<file path="src/hw/rtl/hhtr_div.sv">
// Pipelined restoring divider, one quotient bit per register stage, with a
// side-band word carried alongside. Needs the quotient to fit NUM_W-DEN_W bits.
// Depends on nothing.
`default_nettype none

module hhtr_div #(
   parameter int NUM_W  = 32,
   parameter int DEN_W  = 16,
   parameter int SIDE_W = 19
) (
   input  wire logic                      clock,
   input  wire logic                      reset,
   input  wire logic                      adv,
   input  wire logic                      valid_d,
   input  wire logic [NUM_W-1:0]          num_d,
   input  wire logic [DEN_W-1:0]          den_d,
   input  wire logic [SIDE_W-1:0]         side_d,
   output logic                           valid_q,
   output logic [NUM_W-DEN_W-1:0]         quo_q,
   output logic [SIDE_W-1:0]              side_q
);

   localparam int Q_W = NUM_W - DEN_W;

   logic              valid_ff [Q_W];
   logic [DEN_W:0]    rem_ff   [Q_W];
   logic [Q_W-1:0]    low_ff   [Q_W];
   logic [Q_W-1:0]    quo_ff   [Q_W];
   logic [DEN_W-1:0]  den_ff   [Q_W];
   logic [SIDE_W-1:0] side_ff  [Q_W];

   for (genvar s = 0; s < Q_W; s++) begin : g_step
      logic              vp;
      logic [DEN_W:0]    rp;
      logic [Q_W-1:0]    lp;
      logic [Q_W-1:0]    qp;
      logic [DEN_W-1:0]  dp;
      logic [SIDE_W-1:0] sp;
      logic [DEN_W+1:0]  t;
      logic              ge;
      logic [DEN_W:0]    rem_in;

      // Stage source: the ports for the first stage, else the stage before.
      if (s == 0) begin : g_first
         assign vp = valid_d;
         assign rp = {1'b0, num_d[NUM_W-1:Q_W]};
         assign lp = num_d[Q_W-1:0];
         assign qp = '0;
         assign dp = den_d;
         assign sp = side_d;
      end else begin : g_next
         assign vp = valid_ff[s-1];
         assign rp = rem_ff[s-1];
         assign lp = low_ff[s-1];
         assign qp = quo_ff[s-1];
         assign dp = den_ff[s-1];
         assign sp = side_ff[s-1];
      end

      // Shift in one dividend bit and try to subtract the divisor.
      assign t      = {rp, lp[Q_W-1]};
      assign ge     = t >= {2'b00, dp};
      assign rem_in = ge ? (DEN_W+1)'(t - {2'b00, dp}) : t[DEN_W:0];

      always_ff @(posedge clock) begin
         if (reset) begin
            valid_ff[s] <= 1'b0;
         end else if (adv) begin
            valid_ff[s] <= vp;
         end
      end

      always_ff @(posedge clock) begin
         if (adv) begin
            rem_ff[s]  <= rem_in;
            low_ff[s]  <= {lp[Q_W-2:0], 1'b0};
            quo_ff[s]  <= {qp[Q_W-2:0], ge};
            den_ff[s]  <= dp;
            side_ff[s] <= sp;
         end
      end
   end

   assign valid_q = valid_ff[Q_W-1];
   assign quo_q   = quo_ff[Q_W-1];
   assign side_q  = side_ff[Q_W-1];

endmodule

`default_nettype wire

</file>
<file path="config.mk">
export PLATFORM = sky130hd
export DESIGN_NAME = hhtr_div
export DESIGN_NICKNAME = d
export VERILOG_FILES = /design/src/hw/rtl/hhtr_div.sv
export SDC_FILE = /design/constraint.sdc
export NUM_CORES = 1
export LEC_CHECK = 0
export BUFFER_PORTS_ARGS = -buffer_cell sky130_fd_sc_hd__buf_2
export CAP_MARGIN = 10
export CORE_MARGIN = 2
export CORE_UTILIZATION = 55
export CTS_BUF_LIST = sky130_fd_sc_hd__clkbuf_16
export DETAILED_ROUTE_END_ITERATION = 10
export PLACE_DENSITY = 0.72
export SYNTH_ARGS = -nofsm -noshare
export SYNTH_HDL_FRONTEND = slang
export SYNTH_SLANG_ARGS = --single-unit
</file>
<file path="constraint.sdc">
create_clock -name clock -period 2.85 [get_ports clock]
set_input_delay 0.57 -clock clock [delete_from_list [all_inputs] [get_ports clock]]
set_output_delay 0.57 -clock clock [all_outputs]
set_load 0.03 [all_outputs]
</file>
==> results.json <==
{
  "status": "completed",
  "synthMuxAreaShare_pct": 4.68,
  "grt_setup_unrepaired": "true",
  "synth-simple-area-share_pct": 6.03,
  "slowest_delay_ns": 0.49,
  "leakagePower_nw": 21.9,
  "end_kind": "flop",
  "synth_enable_flop_cells": 1071,
  "min_delay_worst_endpoint": "low_ff[0][4]$_DFFE_PP_",
  "yosys_warnings": 0,
  "netlist_top_cells_count": "1071 x edfxtp_1, 331 x inv_1, 299 x a21oi_1, 256 x ha_1, 177 x mux2_2",
  "synthCells": 3512,
  "htree_levels": 3,
  "die_width_um": 302,
  "clock-sinks": 1071,
  "grtUsageTotal_pct": 19.9,
  "holdPathStages": 1,
  "n_fill_cell": 6475,
  "r2r_slack_ns": 0.03,
  "setup_viol": 0,
  "grt_pass1_wl_mm": 144,
  "grt_max_degree": 92,
  "synthTopCellsByArea": "edfxtp_1 66%, ha_1 6.5%, mux2_2 4.1%",
  "boundaryPins": 107,
  "crit_slowest_cell": "a2111o_1",
  "synth_compound_area_share_pct": 9.98,
  "clock.fmax_mhz": 354,
  "r2r_cells": 11,
  "instances_no_fill": 5152,
  "yosys.area.top_type": "edfxtp_1",
  "async_flop_share_pct": 0,
  "num-nets-final": 4238,
  "clk_path_buf_depth": 3,
  "cts_inserted_buffers": 106,
  "overflow": 0,
  "placed_cells": 4913,
  "wl_per_cell_um": 17.6,
  "ir_drop_mv": 0.835,
  "power.density_nw_per_um2": 1020,
  "synth-xor-area-share_pct": 3.27,
  "drive_gt1_share_pct": 18.8,
  "fin_crit_sh_pct": 99.0,
  "vias_per_cell": 5.50,
  "clkSlewWorstSetupHoldPaths_ns": 0.07,
  "hold_viol_final": 0,
  "worstSetupStartpointType": "flop",
  "syn_nets": 3854,
  "synthAdderAreaFrac_pct": 7.16,
  "synth_top_family_by_area": "compound AO/OA/AOI/OAI gates",
  "r2r-start": "low_ff[0][89]$_DFFE_PP_",
  "synth_ff_type": "edfxtp_1",
  "grt_pass1_vias": 27500,
  "cts_root_buf": "clkbuf_16",
  "coreArea_um2": 88200,
  "drcViolationCount": 0,
  "tightest_slew_ns": 0.906,
  "syn-cell-area_um2": 48900,
  "dp_hpwl_mm": 64.9,
  "dr.first_iter.drc_count": 2036,
  "synth.most_common_cell": "edfxtp_1",
  "final_util_pct": 64.2,
  "cts_tree": "done",
  "drt-total-wl_mm": 90.9,
  "synth_top_area_share_pct": 65.7,
  "crit_fanout": 7,
  "rr_endpoint": "rem_ff[0][116]$_DFFE_PP_",
  "max_slew_margin_pct": 38.1,
  "syn_area_per_cell_um2": 13.9,
  "dr.pass1.iters": 5,
  "hp-start": "num_d[4]",
  "die_area_um2": 91400,
  "multi_input_area_um2": 15500,
  "n_antenna_cell": 0,
  "start_util_pct": 55.5,
  "min_path_type": "input pin to flop",
  "rows": 109,
  "place.gp.congestion": 0.889,
  "dr_total_vias": 28300,
  "cp_data_required_time_ns": 3.29,
  "antenna_found_initial": 0,
  "port-buffer-count": 106,
  "period_minus_slack_ns": 2.82,
  "worstSkewPairLatency_ns": 0.70,
  "synth-seq-cells": 1071,
  "maxCapViolCount": 0,
  "ys_seq_area_share_pct": 65.7,
  "path_cells": "inv_2 -> ha_4 -> inv_1 -> fa_2 -> a211oi_2 -> o211ai_1 -> a211o_1 -> a2111o_1 -> buf_4 -> clkbuf_16 -> a41o_1",
  "fin_worst_skew_ns": 0.0398,
  "yosys.cell_types.count": 69,
  "arrival_ns": 3.26,
  "area_delta_synth_final_pct": 15.8,
  "slew_viol_final": 0,
  "crit_type": "flop to flop",
  "regArea_um2": 32200,
  "ant_nets": 0,
  "die_h_um": 302
}
==> layer usage <==
layer | track usage, % | part of all wire [%]
met5 | 0 | 0
met4 | 6.25 | 2.3
met3 | 2.74 | 3.9
met2 | 31.9 | 47
met1 | 28.5 | 47
==> what timing repair did <==
item | in CTS | in global routing
hold buffers | 18 | 0
resized for setup | 11 | 72
buffers inserted | 0 | 18
setup endpoints to repair | 67 | 172
gates cloned | 0 | 4
hold endpoints to repair | 18 | 0
pin swaps | 1 | 29
==> registers in the layout, summed over array words and instances (netlist names) <==
register	flops
quo_ff	136
side_ff	304
valid_ff	16
rem_ff	255
low_ff	120
den_ff	240
==> worst max path at each step <==
stage                     slack [ns]                     start                  endpoint  cells after the start
final                           0.03   low_ff[0][89]$_DFFE_PP_  rem_ff[0][116]$_DFFE_PP_                     11
after global routing           -0.08   low_ff[0][89]$_DFFE_PP_  rem_ff[0][111]$_DFFE_PP_                     12
after CTS                       0.01   low_ff[0][29]$_DFFE_PP_   rem_ff[0][38]$_DFFE_PP_                     11
after detailed placement       -0.17   den_ff[0][96]$_DFFE_PP_  rem_ff[0][123]$_DFFE_PP_                      9
after global placement         -0.14  low_ff[0][104]$_DFFE_PP_  rem_ff[0][131]$_DFFE_PP_                     10
after floorplan                 0.01   low_ff[0][29]$_DFFE_PP_   rem_ff[0][43]$_DFFE_PP_                     11
==> cell type report <==
cell class	instances	area share [%]
clock buffers	107	4.72
clock inverters	92	1.60
inverters	335	2.26
multi-input cells	2044	27.3
flip-flops and latches	1071	56.7
well taps	1165	2.57
repair buffers	337	4.81
repair inverters	1	0.0110
==> metrics by stage <==
stage / setup TNS (ns) / worst slack (ns) / hold WS [ns] / area, um^2 / power (W)
floorplan: 0 / 0.0124 / 0.400 / 49000 / 0.0372
global placement: -1.97 / -0.141 / 0.400 / 52400 / 0.0427
global route: -0.844 / -0.0778 / 0.00913 / 56700 / 0.0612
finish: 0 / 0.0283 / 0.0516 / 56700 / 0.0578
CTS: 0 / 0.0121 / 0.00158 / 56200 / 0.0574
detailed placement: -2.19 / -0.167 / 0.405 / 52400 / 0.0430
==> report_power, final <==
group | switching, W | internal, W
combinational | 0.0110 | 0.0100
clock | 0.00588 | 0.00807
sequential | 0.00155 | 0.0212
total | 0.0184 | 0.0393
==> cells by family (layout without fill, tap and decap cells) <==
family | after synthesis | in the layout
buffers and inverters | 397 | 872
muxes | 203 | 203
DFF | 1071 | 1071
AOI/OAI and AO/OA | 777 | 777
xor gates and xnor gates | 183 | 183
adders and majority gates | 271 | 271
and+or+nand+nor | 610 | 610
==> worst max-delay path, delay by kind of cell (launching register included) <==
family | cells | cell delay (ns)
buffers and inverters | 4 | 0.47
adder cells (fa/ha/maj) | 2 | 0.50
flip-flops | 1 | 0.41
AO/OA/AOI/OAI | 5 | 1.21
==> cells in the final DEF (no fill, tap or decap), types with 47 or more instances in the layout <==
master        n
nand3_1      47
a21o_1       60
edfxtp_1   1071
nor3_1       67
inv_1       336
buf_2       105
mux2_2      175
a21oi_1     279
nand2_1     176
xnor2_1     116
ha_1        253
buf_4       181
nor2_1      125
o21ai_0     130
clkbuf_16   110
xor2_1       67
Power figures use the tool's default switching activity.
