File: src/hw/rtl/hhtr_pkg.sv
// Package for the heading-hold turn-rate block: shared types, fixed-point
// constants and the CORDIC arctangent table.
// Depends on nothing; hhtr_vec_stage and the top level import it.
`default_nettype none

package hhtr_pkg;

   // Widths of the vectoring datapath.
   localparam int CW         = 36;   // CORDIC x and y, signed
   localparam int ZW         = 27;   // accumulated angle, signed degrees Q16
   localparam int SQRT_STEPS = 16;   // one root bit per stage

   // Reciprocal of 45 for exact floor division of values below 2^23.
   localparam logic [23:0] RECIP45     = 24'd11930465;
   localparam int          RECIP_SHIFT = 29;

   // Angles in degrees Q16.
   localparam logic [25:0] DEG90  = 26'd5898240;
   localparam logic [25:0] DEG180 = 26'd11796480;
   localparam logic [25:0] DEG360 = 26'd23592960;

   // Gyro units are 1/64 degree.
   localparam logic signed [31:0] FULL_TURN = 32'sd23040;
   localparam logic signed [16:0] HALF_TURN = 17'sd11520;
   localparam logic signed [16:0] FULL_TURN17 = 17'sd23040;

   // Register indexes of the configuration port.
   typedef enum logic [2:0] {
      REG_ANGLE_HIGH  = 3'd0,
      REG_ANGLE_LOW   = 3'd1,
      REG_RATE_HIGH   = 3'd2,
      REG_RATE_LOW    = 3'd3,
      REG_SCALE_SPEED = 3'd4,
      REG_SPEED_Y     = 3'd5,
      REG_DEADBAND    = 3'd6
   } hhtr_reg_type;

   // Reset values of the registers.
   localparam logic [15:0] RST_ANGLE_HIGH = 16'd22938;
   localparam logic [15:0] RST_ANGLE_LOW  = 16'd328;
   localparam logic [15:0] RST_RATE_HIGH  = 16'd29491;
   localparam logic [15:0] RST_RATE_LOW   = 16'd328;
   localparam logic [15:0] RST_DEADBAND   = 16'd3277;

   // One item as it moves through the CORDIC and square-root stages.
   typedef struct packed {
      logic signed [CW-1:0] cx;
      logic signed [CW-1:0] cy;
      logic signed [ZW-1:0] z;
      logic [31:0]          n_sh;   // radicand, consumed two bits per stage
      logic [17:0]          rem;
      logic [15:0]          root;
      logic signed [15:0]   x;
      logic signed [15:0]   y;
      logic signed [15:0]   hred;   // gyro heading after reduction
      logic                 rev;
   } hhtr_vec_type;

   // atan(2^-i) in degrees Q16.
   function automatic logic [21:0] hhtr_atan(input int idx);
      logic [21:0] v;
      case (idx)
         0:       v = 22'd2949120;
         1:       v = 22'd1740967;
         2:       v = 22'd919879;
         3:       v = 22'd466945;
         4:       v = 22'd234379;
         5:       v = 22'd117304;
         6:       v = 22'd58666;
         7:       v = 22'd29335;
         8:       v = 22'd14668;
         9:       v = 22'd7334;
         10:      v = 22'd3667;
         11:      v = 22'd1833;
         12:      v = 22'd917;
         13:      v = 22'd458;
         14:      v = 22'd229;
         15:      v = 22'd115;
         16:      v = 22'd57;
         17:      v = 22'd29;
         18:      v = 22'd14;
         19:      v = 22'd7;
         20:      v = 22'd4;
         21:      v = 22'd2;
         22:      v = 22'd1;
         default: v = 22'd0;
      endcase
      return v;
   endfunction

endpackage

`default_nettype wire

File: src/hw/rtl/hhtr_vec_stage.sv
// One vectoring register stage: a CORDIC micro-rotation if IDX<CORDIC_STEPS,
// an integer square-root bit if IDX<SQRT_STEPS. Depends on hhtr_pkg.
`default_nettype none

module hhtr_vec_stage import hhtr_pkg::*; #(
   parameter int IDX          = 0,
   parameter int CORDIC_STEPS = 16
) (
   input  wire logic         clock,
   input  wire logic         reset,
   input  wire logic         adv,
   input  wire logic         valid_d,
   input  wire hhtr_vec_type vec_d,
   output logic              valid_ff,
   output hhtr_vec_type      vec_ff
);

   logic signed [CW-1:0] cx_d;
   logic signed [CW-1:0] cy_d;
   logic signed [ZW-1:0] ang;
   logic [19:0]          rem_w;
   logic [19:0]          trial;
   logic                 fits;
   hhtr_vec_type         vec_in;

   assign cx_d  = vec_d.cx;
   assign cy_d  = vec_d.cy;
   assign ang   = signed'({{(ZW-22){1'b0}}, hhtr_atan(IDX)});
   assign rem_w = {vec_d.rem, vec_d.n_sh[31:30]};
   assign trial = {2'b00, vec_d.root, 2'b01};
   assign fits  = rem_w >= trial;

   // Rotate toward the x axis and take the next root bit.
   always_comb begin
      vec_in = vec_d;
      if (IDX < CORDIC_STEPS) begin
         if (cy_d > 0) begin
            vec_in.cx = cx_d + (cy_d >>> IDX);
            vec_in.cy = cy_d - (cx_d >>> IDX);
            vec_in.z  = vec_d.z + ang;
         end else begin
            vec_in.cx = cx_d - (cy_d >>> IDX);
            vec_in.cy = cy_d + (cx_d >>> IDX);
            vec_in.z  = vec_d.z - ang;
         end
      end
      if (IDX < SQRT_STEPS) begin
         vec_in.n_sh = {vec_d.n_sh[29:0], 2'b00};
         if (fits) begin
            vec_in.rem  = 18'(rem_w - trial);
            vec_in.root = {vec_d.root[14:0], 1'b1};
         end else begin
            vec_in.rem  = rem_w[17:0];
            vec_in.root = {vec_d.root[14:0], 1'b0};
         end
      end
   end

   // Stage register.
   always_ff @(posedge clock) begin
      if (reset) begin
         valid_ff <= 1'b0;
      end else if (adv) begin
         valid_ff <= valid_d;
      end
   end

   always_ff @(posedge clock) begin
      if (adv) begin
         vec_ff <= vec_in;
      end
   end

endmodule

`default_nettype wire

File: config.mk
export PLATFORM = sky130hd
export DESIGN_NAME = hhtr_vec_stage
export DESIGN_NICKNAME = d
export VERILOG_FILES = /design/src/hw/rtl/hhtr_pkg.sv /design/src/hw/rtl/hhtr_vec_stage.sv
export SDC_FILE = /design/constraint.sdc
export NUM_CORES = 1
export LEC_CHECK = 0
export BUFFER_PORTS_ARGS = -buffer_cell sky130_fd_sc_hd__buf_2
export CORE_AREA = 3 3 167 169
export CTS_CLUSTER_DIAMETER = 60
export DETAILED_ROUTE_END_ITERATION = 10
export DIE_AREA = 0 0 170 172
export PLACE_DENSITY = 0.78
export SLEW_MARGIN = 20
export SYNTH_ARGS = -nofsm -noshare
export SYNTH_HDL_FRONTEND = slang
export SYNTH_SLANG_ARGS = --single-unit
File: constraint.sdc
create_clock -name clock -period 8.7 [get_ports clock]
set_input_delay 1.74 -clock clock [delete_from_list [all_inputs] [get_ports clock]]
set_output_delay 1.74 -clock clock [all_outputs]
set_load 0.01 [all_outputs]
==> impl_metrics.tcl <==
set metrics [dict create \
    ys_types 78 \
    postRouteAntennaNets 0 \
    die_area_um2 29200 \
    finClkSkew_ps 0 \
    min_to "valid_ff" \
    clock-root-buffer "clkbuf_16" \
    critical_path.top_delay_family "compound AO/OA/AOI/OAI gates" \
    htree_levels 1 \
    fill_cells 2172 \
    fin_crit_sh 0.619 \
    share_seq_of_total_power 0.390 \
    syn-cell-area_um2 14100 \
    dr_wl_met3_mm 4.01 \
    crit_buf_inv 3 \
    yosys_warnings 0 \
    comb_power_share 0.264 \
    syn_area_per_cell_um2 10.3 \
    drc 0 \
    grt_pass1_vias 12200 \
    crit_required_ps 8960 \
    finalNonFillerCells 2156 \
    hp-start "valid_ff" \
    max-cap-violations 0 \
    grt_max_degree 107 \
    leakagePower_uw 0.00771 \
    final.setup.tns_ps 0 \
    top_layer "met5" \
    peakVddDrop_uv 139 \
    final-hold-violation-count 0 \
    worst-path-max-fanout 56 \
    crit_type "in -> reg" \
    wl_met2_mm 23.0 \
    switching_power_uw 1020 \
    ios 433 \
    path_cells "buf_2, nor4_1, nand4_1, nor2_1, a41o_2, buf_4, inv_2, ha_1, a21oi_1, nor2_1, nor2_1, o21bai_1, a21oi_1, o21bai_1, a21oi_1, o21ai_0, xnor2_1" \
    core_area_um2 26700 \
    p_clk_frac 0.347 \
    crit_path_max_incr_delay_ps 600 \
    max_freq_mhz 186 \
    start_kind "primary input" \
    fin_ws_ps 3310 \
    slowest_stage "buf_4" \
    wl_mm 48.8 \
    power_density_nw_per_um2 194 \
    outcome "finished clean" \
    switching_share 0.301 \
    drv_slew 0 \
    reg2reg_slack_ps 8090 \
    rows 60 \
    postCtsSetupBuffers 0 \
    r2r_end "valid_ff" \
    place_congestion 0.972 \
    worst_pin_slew_ps 916 \
    crit_cells 17 \
    arrival_ps 5650 \
    synth-seq-cells 212 \
    firstDrtPassIters 6 \
    syn_inst 1377 \
    worstReg2RegStart "valid_ff" \
    hpwl_mm 38.6 \
    post-route-min-period_ps 5390 \
    antenna_found_initial 10 \
    rsz0062_at_grt "false" \
    fin_nets 2142 \
    clk_transition_reported_paths_ps 60 \
    area_growth_pct 23.8 \
    min_path_cells 2 \
    cts_tree "done" \
    yosys_most_used_dff "edfxtp_1" \
    dp_cells 2101 \
    endpoint_kind "flip-flop" \
    vias 12800 \
    drt_iter0_drc 1430 \
    synth_edf_count 211 \
    grt_first_pass_wirelength_mm 70.7 \
    start_util 0.528 \
    max-clock-path-buffers 3 \
    reg2regPathDepth 2 \
    p_int_uw 2370 \
    dp_slack_ps 2890 \
    synth-async-reset-ratio 0 \
    cts.sinks 212 \
    grt_overflow 0 \
    drive_above_1_share 0.285 \
    fin_util 0.654 \
    vias_per_cell 5.95 \
    holdBufCountCts 0 \
    cts_resized 0 \
    timing.final.setup_violations 0 \
    die_w_um 170 \
    cts_inserted_buffers 26 \
    insertion_delay_ps 510 \
    wl_per_cell_um 22.6 \
    grt.total_usage 0.313 \
    wl_met1_mm 18.8 \
    die_h_um 172 \
    portBuffers 430 \
    min_path_type "reg -> reg" \
    max_slew_margin 0.390 \
    yosysSeqAreaShare 0.450 \
]
state kept, by name, summed over array words and instances (netlist names):
| name | count |
|---|---|
| vec_ff | 211 |
| valid_ff | 1 |
cells in the final DEF, fill, tap and decap left out, types with 13 or more instances in the layout:
cell type  instances
a21o_1            20
a21oi_1          144
buf_2            429
clkbuf_16         27
edfxtp_1         211
ha_1             132
inv_1            132
mux2_2            16
mux2i_1           18
nand2_1           60
nand3_1           18
nor2_1           106
nor2b_1           17
nor3_1            27
nor4_1            18
o211ai_1          13
o21a_1            15
o21ai_0           74
o21bai_1          40
xnor2_1           84
per-layer routing:
layer / track usage / vias up
li1: - / 5846
met1: 0.394 / 6058
met2: 0.519 / 749
met3: 0.0487 / 161
met4: 0.174 / 6
met5: 0 / -
per-stage QoR:
| stage | hold slack (ps) | power [uW] | area, um2 |
|---|---|---|---|
| final | 517 | 3390 | 17500 |
| after global routing | 595 | 3520 | 17500 |
| after CTS | 520 | 3400 | 17500 |
| after detailed placement | 506 | 2220 | 16500 |
| after global placement | 472 | 2200 | 16500 |
| after floorplan | 528 | 1850 | 14100 |
kinds of logic (layout without fill, tap and decap cells):
family | after synthesis | after routing | synth area share
adder cells (fa/ha/maj) | 136 | 136 | 0.123
AO/OA/AOI/OAI | 416 | 416 | 0.192
other | 1 | 10 | 0.000266
flip-flops | 212 | 212 | 0.450
AND/OR/NAND/NOR | 292 | 292 | 0.0981
buffers and inverters | 193 | 622 | 0.0536
XOR/XNOR | 93 | 93 | 0.0577
multiplexers | 34 | 34 | 0.0255
worst max path at each step:
stage                          start           to  slack, ps
after global placement    vec_d[142]  vec_ff[140]       3120
after floorplan           vec_d[143]  vec_ff[140]       3650
final                     vec_d[150]  vec_ff[141]       3310
after global routing      vec_d[150]  vec_ff[140]       2960
after detailed placement  vec_d[150]  vec_ff[141]       2890
after CTS                 vec_d[150]  vec_ff[141]       3440
area by class of cell:
class | count | area, um2 | share of cell area
diodes | 8 | 20.0 | 0.00115
multi-input cells | 973 | 7010 | 0.401
clock inverters | 18 | 253 | 0.0145
inverters | 138 | 518 | 0.0296
flip-flops and latches | 212 | 6360 | 0.364
clock buffers | 29 | 683 | 0.0391
repair buffers | 437 | 2210 | 0.127
well taps | 341 | 427 | 0.0244
worst min-delay path, stage by stage (launching register included):
cell and delay [ps]:
dfxtp_1 330, mux2i_1 70, nor2_1 80
Yosys cell counts, types with 4 or more instances:
master / number / area, um2
xor2_1: 9 / 78.8
o21ai_0: 74 / 370
nor2_1: 106 / 398
clkbuf_1: 33 / 124
o211ai_1: 13 / 97.6
a2111oi_0: 5 / 43.8
or3_1: 7 / 43.8
ha_1: 132 / 1650
nor4_1: 18 / 113
nand2b_1: 7 / 43.8
fa_1: 4 / 80.1
a21boi_0: 7 / 52.6
o21ai_1: 4 / 20.0
inv_1: 132 / 495
nand2_1: 60 / 225
buf_1: 9 / 33.8
edfxtp_1: 211 / 6340
a211o_1: 4 / 35.0
buf_4: 4 / 30.0
a21oi_1: 144 / 721
o41ai_1: 4 / 35.0
a211oi_1: 9 / 67.6
mux2i_1: 18 / 180
o21a_1: 15 / 113
buf_2: 8 / 40.0
xnor2_1: 84 / 736
nor2b_1: 17 / 106
o31ai_1: 11 / 82.6
a221oi_1: 4 / 35.0
nand4_1: 11 / 68.8
nand3_1: 18 / 90.1
a31oi_1: 11 / 68.8
a21o_1: 20 / 150
o21bai_1: 40 / 300
mux2_2: 16 / 180
o221ai_1: 7 / 61.3
nor3_1: 27 / 135
clkinv_1: 6 / 22.5
or4_1: 4 / 30.0
power groups by stage:
stage	clock network (uW)	registers, uW	logic, uW
final	1170	1320	893
after CTS	1200	1320	883
after global routing	1230	1330	959
after detailed placement	0	1340	876
after floorplan	0	1400	448
after global placement	0	1340	866
No activity file was read; power rests on OpenSTA's default activity.
